## src/hdl/idpr_pkg.sv

```systemverilog
// Package for the int8 dot-product requantize unit.
// Holds the sequencer state type, register index codes and field widths.
// No dependencies.
`timescale 1ns / 1ps

package idpr_pkg;

	localparam int CfgIndexWidth = 3;
	localparam int CfgDataWidth  = 32;

	typedef logic [CfgIndexWidth-1:0] cfg_index_t;

	localparam cfg_index_t REG_LHS_ZERO   = 3'd0;
	localparam cfg_index_t REG_RHS_ZERO   = 3'd1;
	localparam cfg_index_t REG_OUT_ZERO   = 3'd2;
	localparam cfg_index_t REG_MULTIPLIER = 3'd3;
	localparam cfg_index_t REG_SHIFT      = 3'd4;
	localparam cfg_index_t REG_CLAMP_LOW  = 3'd5;
	localparam cfg_index_t REG_CLAMP_HIGH = 3'd6;

	typedef enum logic [2:0] {
		ST_IDLE,
		ST_MUL,
		ST_ACC,
		ST_REQ_MUL,
		ST_HIGH,
		ST_ROUND,
		ST_EMIT
	} state_t;

endpackage

```

## src/hdl/idpr_if.sv

```systemverilog
// Valid/ready channel interfaces for the int8 dot-product requantize unit.
// idpr_in_if carries operand pairs, idpr_out_if carries int8 results.
// No dependencies.
`timescale 1ns / 1ps

interface idpr_in_if;
	logic              valid;
	logic              ready;
	logic signed [7:0]  vector_value;
	logic signed [7:0]  weight_value;
	logic signed [31:0] bias_value;
	logic              first_term;
	logic              last_term;

	modport source (output valid, vector_value, weight_value, bias_value, first_term,
		last_term, input ready);
	modport sink (input valid, vector_value, weight_value, bias_value, first_term,
		last_term, output ready);
endinterface

interface idpr_out_if;
	logic             valid;
	logic             ready;
	logic signed [7:0] out_value;

	modport source (output valid, out_value, input ready);
	modport sink (input valid, out_value, output ready);
endinterface

```

## src/hdl/int8_dot_product_requantize_unit.sv

```systemverilog
// Top level of the int8 dot-product requantize unit; depends on idpr_pkg and idpr_if.sv.
// A term that is not the last of a row passes accept, multiply and accumulate; the last
// term of a row goes on through requantization multiply, high half, round and emit to the
// result register. A new term is accepted only in idle, once the last one is through, and
// emit waits while a result is held; one shared 32x32 multiplier serves both products.
// Reset (arst_n, asynchronous): accumulator cleared, registers at their defaults.
`timescale 1ns / 1ps

module int8_dot_product_requantize_unit
	import idpr_pkg::*;
(
	input  logic                     clk,
	input  logic                     arst_n,
	input  logic                     wr_en,
	input  cfg_index_t               wr_index,
	input  logic [CfgDataWidth-1:0]  wr_data,
	idpr_in_if.sink                  in_item,
	idpr_out_if.source               out_item
);

	// configuration registers
	logic signed [8:0]  lhs_zero_q;
	logic signed [8:0]  rhs_zero_q;
	logic signed [7:0]  out_zero_q;
	logic signed [31:0] multiplier_q;
	logic signed [5:0]  shift_q;
	logic signed [7:0]  clamp_low_q;
	logic signed [7:0]  clamp_high_q;

	state_t state_q, state_d;

	logic signed [9:0]  vec_q, wgt_q;
	logic [31:0]        bias_q;
	logic               first_q, last_q;
	logic [31:0]        acc_q;
	logic signed [63:0] prod_q;
	logic [31:0]        high_q;
	logic signed [31:0] rnd_q;
	logic               out_valid_q;
	logic signed [7:0]  out_value_q;

	logic               in_take;
	logic               out_free;
	logic signed [9:0]  vec_off, wgt_off;
	logic signed [31:0] mul_a, mul_b;
	logic signed [63:0] mul_p;
	logic [31:0]        acc_shl;
	logic [5:0]         shift_neg;
	logic [4:0]         rs;
	logic [63:0]        high_sum;
	logic [31:0]        rmask, rrem, rthr;
	logic signed [31:0] rsh, rnd;
	logic signed [32:0] osum, clip_lo, clip;

	always_ff @(posedge clk or negedge arst_n) begin
		if (!arst_n) begin
			lhs_zero_q   <= '0;
			rhs_zero_q   <= '0;
			out_zero_q   <= '0;
			multiplier_q <= 32'sh4000_0000;
			shift_q      <= '0;
			clamp_low_q  <= -8'sd128;
			clamp_high_q <= 8'sd127;
		end else if (wr_en) begin
			unique case (wr_index)
				REG_LHS_ZERO:   lhs_zero_q   <= wr_data[8:0];
				REG_RHS_ZERO:   rhs_zero_q   <= wr_data[8:0];
				REG_OUT_ZERO:   out_zero_q   <= wr_data[7:0];
				REG_MULTIPLIER: multiplier_q <= wr_data[31:0];
				REG_SHIFT:      shift_q      <= wr_data[5:0];
				REG_CLAMP_LOW:  clamp_low_q  <= wr_data[7:0];
				REG_CLAMP_HIGH: clamp_high_q <= wr_data[7:0];
				default: ;
			endcase
		end
	end

	assign in_item.ready = (state_q == ST_IDLE);
	assign in_take       = in_item.valid && in_item.ready;
	assign out_free      = !out_valid_q || out_item.ready;

	assign vec_off = 10'(in_item.vector_value) + 10'(lhs_zero_q);
	assign wgt_off = 10'(in_item.weight_value) + 10'(rhs_zero_q);

	// positive shift moves the accumulator left before the multiply
	assign acc_shl = shift_q[5] ? acc_q : (acc_q << shift_q[4:0]);

	// shared multiplier: operand product, then requantization product
	always_comb begin
		if (state_q == ST_REQ_MUL) begin
			mul_a = $signed(acc_shl);
			mul_b = multiplier_q;
		end else begin
			mul_a = 32'(vec_q);
			mul_b = 32'(wgt_q);
		end
	end
	assign mul_p = 64'(mul_a) * 64'(mul_b);

	// rounding doubling high half: add 2^30, keep bits 62..31
	assign high_sum = prod_q + 64'h0000_0000_4000_0000;

	// negative shift rounds right; a shift of -32 saturates at 31
	assign shift_neg = 6'd0 - shift_q;
	assign rs = shift_q[5] ? (shift_neg[5] ? 5'd31 : shift_neg[4:0]) : 5'd0;

	assign rmask = (32'd1 << rs) - 32'd1;
	assign rrem  = high_q & rmask;
	assign rsh   = $signed(high_q) >>> rs;
	assign rthr  = (rmask >> 1) + {31'd0, high_q[31]};
	assign rnd   = rsh + ((rrem > rthr) ? 32'sd1 : 32'sd0);

	// output offset, then clamp low before high so crossed bounds give the high bound
	assign osum    = 33'(rnd_q) + 33'(out_zero_q);
	assign clip_lo = (osum < 33'(clamp_low_q)) ? 33'(clamp_low_q) : osum;
	assign clip    = (clip_lo > 33'(clamp_high_q)) ? 33'(clamp_high_q) : clip_lo;

	always_ff @(posedge clk or negedge arst_n) begin
		if (!arst_n) begin
			state_q <= ST_IDLE;
		end else begin
			state_q <= state_d;
		end
	end

	always_comb begin
		state_d = state_q;
		unique case (state_q)
			ST_IDLE:    if (in_take) state_d = ST_MUL;
			ST_MUL:     state_d = ST_ACC;
			ST_ACC:     state_d = last_q ? ST_REQ_MUL : ST_IDLE;
			ST_REQ_MUL: state_d = ST_HIGH;
			ST_HIGH:    state_d = ST_ROUND;
			ST_ROUND:   state_d = ST_EMIT;
			ST_EMIT:    if (out_free) state_d = ST_IDLE;
			default:    state_d = ST_IDLE;
		endcase
	end

	// operand and pipeline payload
	always_ff @(posedge clk) begin
		if (in_take) begin
			vec_q   <= vec_off;
			wgt_q   <= wgt_off;
			bias_q  <= in_item.bias_value;
			first_q <= in_item.first_term;
			last_q  <= in_item.last_term;
		end
		if (state_q == ST_MUL || state_q == ST_REQ_MUL) begin
			prod_q <= mul_p;
		end
		if (state_q == ST_HIGH) begin
			high_q <= high_sum[62:31];
		end
		if (state_q == ST_ROUND) begin
			rnd_q <= rnd;
		end
	end

	always_ff @(posedge clk or negedge arst_n) begin
		if (!arst_n) begin
			acc_q <= '0;
		end else if (state_q == ST_ACC) begin
			acc_q <= (first_q ? bias_q : acc_q) + prod_q[31:0];
		end
	end

	// result register: hold until the sink takes it
	always_ff @(posedge clk or negedge arst_n) begin
		if (!arst_n) begin
			out_valid_q <= 1'b0;
		end else if (state_q == ST_EMIT && out_free) begin
			out_valid_q <= 1'b1;
		end else if (out_item.ready) begin
			out_valid_q <= 1'b0;
		end
	end

	always_ff @(posedge clk) begin
		if (state_q == ST_EMIT && out_free) begin
			out_value_q <= clip[7:0];
		end
	end

	assign out_item.valid     = out_valid_q;
	assign out_item.out_value = out_value_q;

endmodule
```

## src/flat_wrapper.sv

```systemverilog
// flat-port wrapper written by rule: the top's interface ports become plain ports
module int8_dot_product_requantize_unit_flat import idpr_pkg::*;
  (clk, arst_n, wr_en, wr_index, wr_data, in_item_valid, in_item_vector_value, in_item_weight_value, in_item_bias_value, in_item_first_term, in_item_last_term, in_item_ready, out_item_valid, out_item_out_value, out_item_ready);
  idpr_in_if in_item_i ();
  idpr_out_if out_item_i ();
  input  logic clk;
  input  logic arst_n;
  input  logic wr_en;
  input  cfg_index_t wr_index;
  input  logic [CfgDataWidth-1:0] wr_data;
  input wire logic [$bits(in_item_i.valid)-1:0] in_item_valid;
  input wire logic [$bits(in_item_i.vector_value)-1:0] in_item_vector_value;
  input wire logic [$bits(in_item_i.weight_value)-1:0] in_item_weight_value;
  input wire logic [$bits(in_item_i.bias_value)-1:0] in_item_bias_value;
  input wire logic [$bits(in_item_i.first_term)-1:0] in_item_first_term;
  input wire logic [$bits(in_item_i.last_term)-1:0] in_item_last_term;
  output wire logic [$bits(in_item_i.ready)-1:0] in_item_ready;
  output wire logic [$bits(out_item_i.valid)-1:0] out_item_valid;
  output wire logic [$bits(out_item_i.out_value)-1:0] out_item_out_value;
  input wire logic [$bits(out_item_i.ready)-1:0] out_item_ready;
  assign in_item_i.valid = in_item_valid;
  assign in_item_i.vector_value = in_item_vector_value;
  assign in_item_i.weight_value = in_item_weight_value;
  assign in_item_i.bias_value = in_item_bias_value;
  assign in_item_i.first_term = in_item_first_term;
  assign in_item_i.last_term = in_item_last_term;
  assign in_item_ready = in_item_i.ready;
  assign out_item_valid = out_item_i.valid;
  assign out_item_out_value = out_item_i.out_value;
  assign out_item_i.ready = out_item_ready;
  int8_dot_product_requantize_unit u_core (.clk(clk), .arst_n(arst_n), .wr_en(wr_en), .wr_index(wr_index), .wr_data(wr_data), .in_item(in_item_i), .out_item(out_item_i));
endmodule
```

## config.mk

```make
export PLATFORM = sky130hd
export DESIGN_NAME = int8_dot_product_requantize_unit_flat
export DESIGN_NICKNAME = d
export VERILOG_FILES = /design/src/hdl/idpr_pkg.sv /design/src/hdl/idpr_if.sv /design/src/hdl/int8_dot_product_requantize_unit.sv /design/src/flat_wrapper.sv
export SDC_FILE = /design/constraint.sdc
export NUM_CORES = 2
export LEC_CHECK = 0
export ABC_AREA = 0
export ABC_CLOCK_PERIOD_IN_PS = 12200
export BUFFER_PORTS_ARGS = -buffer_cell sky130_fd_sc_hd__buf_4
export CAP_MARGIN = 20
export CELL_PAD_IN_SITES_DETAIL_PLACEMENT = 0
export CELL_PAD_IN_SITES_GLOBAL_PLACEMENT = 1
export CORE_ASPECT_RATIO = 0.6
export CORE_UTILIZATION = 52
export DETAILED_ROUTE_END_ITERATION = 6
export PLACE_DENSITY_LB_ADDON = 0.2
export SLEW_MARGIN = 25
export SYNTH_ARGS = -nofsm -noshare
export SYNTH_HDL_FRONTEND = slang
export SYNTH_SLANG_ARGS = --single-unit
```

## constraint.sdc

```tcl
create_clock -name clk -period 12.2 [get_ports clk]
set_clock_uncertainty 0.1 [all_clocks]
set_input_delay 0.61 -clock clk [delete_from_list [all_inputs] [get_ports clk]]
set_output_delay 0.61 -clock clk [all_outputs]
set_load 0.01 [all_outputs]
```

==> reports/qor.txt <==
Dominant cells by area after synthesis -> fa_1 (37%), edfxtp_1 (9.7%), ha_1 (7.9%)
CTS clk-pin slew, worst paths -> 0.07 ns
Syn nets -> 7810
# rows -> 94
CP max-delay cell -> a2111oi_0
Setup TNS -> 0 ns
Buffers on Ports -> 99
Placed cells -> 7763
Syn avg cell area -> 9.28 sq um
Drt first pass iters -> 7
Most used routing layer -> met1
Most frequent cell after synthesis -> fa_1
Area taken by multi-input logic gates -> 44900 sq um
Routed length per instance -> 27.8 um
Synth Flop Type -> edfxtp_1
Unique masters post-synth -> 90
Die Ht -> 261 um
Met3 Usage GRT -> 0.194
Flop2flop setup slack -> 0.39 ns
RePlAce Congestion -> 1.10
Critical R2R Launch -> u_core.shift_q[0]$_DFFE_PN0P_
NumNets Final -> 7845
Worst-margin pin slew -> 1.18 ns
Worst endpoint required time -> 12.43 ns
Fraction of layout cells with a size suffix above 1 -> 0.0952
Min Clock Period, post-route -> 11.81 ns
First-iteration detailed-routing DRC count -> 5586
Initial Util -> 0.528
Kind of start point of the critical path -> flip-flop
FILL cells -> 10029
Crit path kind -> flip-flop to flip-flop
Most frequent cells after synthesis -> fa_1 (1077), inv_1 (1020), nand2_1 (795)
Register area -> 8590 sq um
Area Overhead vs Synth -> 7.54%
Crit path capture type -> flip-flop
YS warnings -> 0
Vias -> 47056
Postcts setup bufs -> 0
Yosys top cell area share -> 0.370
Crit-path max cell delay -> 0.93 ns
H-tree depth -> 2
Die width -> 434 um
Die Footprint -> 113000 sq um
RSZ-0062 raised after global routing -> no
Worst-Skew Late Latency -> 0.61 ns
Met2 global-route usage -> 0.463
TritonCTS Sinks -> 305
First-pass GRT wire length -> 318000 um
Clk root buf -> clkbuf_16
Final setup violating endpoints -> 0
Core Area -> 110000 sq um
Fin util -> 0.568
Hold_buf cts -> 0
Final instance area -> 62600 sq um
Filler-free cell count of the finished design -> 7826
CP Max Fanout -> 34
IO Count -> 100
TritonCTS Buffers -> 34
Largest net degree at the start of global routing -> 78
Number of flops mapped to enable cells by yosys -> 189
End of the worst register-to-register path -> u_core.prod_q[61]$_DFFE_PP_
Most used cell along the critical path -> fa_1
CTS tree -> built
Sequential fraction of the synthesis area -> 0.148
DRT antenna net count -> 0
Max-slew violations -> 0
Syn Std Cell Area -> 58200 sq um
Post-DP HPWL -> 179000 um
Final hold vios -> 3
Hold/Removal Path Class -> input pin to asynchronous set/reset pin
Fin Hold WS -> -0.00445 ns
Initial antenna violation count -> 12
Failing checks -> design-rule violations, negative hold slack
Post-Place Cell Area -> 61400 sq um
Yosys reg bits -> 305
Clock Path Buffers -> 3
Met1 global-route usage -> 0.621
Fin crit share -> 0.968
Reg2reg path depth -> 30
FFs w/ async S/R, synth -> 0.380
Rel. slew slack -> 0.211
Synthesized instance count -> 6276
Vias in the first global route -> 45969
Residual DRC -> 3
Max Cap Violations -> 0
Gr ovfl total -> 0
F_max -> 84.7 MHz
Status -> complete, but fails checks
Arr. time, crit path -> 12.04 ns
Most area-hungry cell type in the Yosys netlist -> fa_1
Tot GR Track Use -> 0.392
DRT Wirelength -> 218000 um
Via/cell ratio -> 6.01
[flip-flops by register name, indices dropped and copies added (netlist names)]
register and count:
u_core.last_q 1, u_core.bias_q 32, u_core.out_zero_q 8, u_core.multiplier_q 32, u_core.clamp_low_q 8, u_core.state_q 3, u_core.rnd_q 32, u_core.clamp_high_q 8
u_core.acc_q 32, u_core.out_item.valid 1, u_core.wgt_q 10, u_core.first_q 1, u_core.rhs_zero_q 9, u_core.out_item.out_value 8, u_core.prod_q 63, u_core.lhs_zero_q 9
u_core.vec_q 10, u_core.shift_q 6, u_core.high_q 32
[cell usage in the layout (no fill, tap or decap), drive strengths merged, types with 34 or more instances in the layout]
| cell | n |
|---|---|
| a21oi | 219 |
| ha | 367 |
| o21a | 44 |
| nor3 | 49 |
| a211oi | 34 |
| nor2 | 694 |
| mux2 | 140 |
| buf | 286 |
| and2 | 52 |
| a21o | 119 |
| nand4 | 36 |
| xor2 | 70 |
| mux2i | 73 |
| edfxtp | 189 |
| xnor2 | 150 |
| nand2 | 795 |
| nand2b | 54 |
| nor2b | 52 |
| o21ai | 186 |
| dfrtp | 107 |
| and3 | 36 |
| nand3 | 71 |
| inv | 1022 |
| clkbuf | 42 |
| fa | 1077 |
[cells by family after synthesis]
family | synth area share
AOI/OAI and AO/OA | 0.0923
buffers and inverters | 0.0850
and+or+nand+nor | 0.142
xor gates and xnor gates | 0.0331
DFF | 0.148
adders and majority gates | 0.449
muxes | 0.0512
other | 0.000129
[worst max-delay path by stage]
stage	start	endpoint	slack, ns	depth (start not counted)
floorplan	u_core.shift_q[0]$_DFFE_PN0P_	u_core.prod_q[61]$_DFFE_PP_	1.19	39
global placement	u_core.shift_q[0]$_DFFE_PN0P_	u_core.prod_q[61]$_DFFE_PP_	0.55	31
detailed placement	u_core.shift_q[0]$_DFFE_PN0P_	u_core.prod_q[61]$_DFFE_PP_	0.50	34
CTS	u_core.shift_q[0]$_DFFE_PN0P_	u_core.prod_q[61]$_DFFE_PP_	0.43	31
global route	u_core.shift_q[0]$_DFFE_PN0P_	u_core.prod_q[61]$_DFFE_PP_	0.003	31
finish	u_core.shift_q[0]$_DFFE_PN0P_	u_core.prod_q[61]$_DFFE_PP_	0.39	30
[stage by stage]
stage,hold WS [ns],worst slack (ns)
finish,-0.00445,0.393
floorplan,0.214,1.19
global placement,0.387,0.554
detailed placement,0.393,0.504
global route,0.0464,0.00340
CTS,0.0243,0.431
[cell type report]
class | instances | area share
multi-input combinational | 4660 | 0.717
clock buffer | 42 | 0.0147
timing repair buffer | 286 | 0.0349
sequential | 305 | 0.137
inverter | 1024 | 0.0614
antenna | 1 | 0.0000400
tap | 1488 | 0.0297
clock inverter | 20 | 0.00478
[per-layer routing]
layer | routed length [um] | vias up
li1 | - | 20070
met1 | 99700 | 23807
met2 | 76300 | 2911
met3 | 36900 | 258
met4 | 4750 | 10
met5 | 69 | -
[worst max-delay path: cells and delay by family (launching register included)]
| kind | cells | cell delay [ns] |
|---|---|---|
| fa+ha+maj | 9 | 4.38 |
| mux | 1 | 0.40 |
| simple gates | 4 | 0.80 |
| flops | 1 | 0.75 |
| compound gates | 13 | 4.67 |
| buf+inv | 3 | 0.42 |
[timing repair]
item / CTS / global route
endpoints found under the hold margin: 0 / 0
gates resized for setup: 0 / 1
setup endpoints to repair: 0 / 4
Power is left out: the tool's default activity adds up to more than one toggle a clock period on the data nets, which glitch-free logic cannot reach.
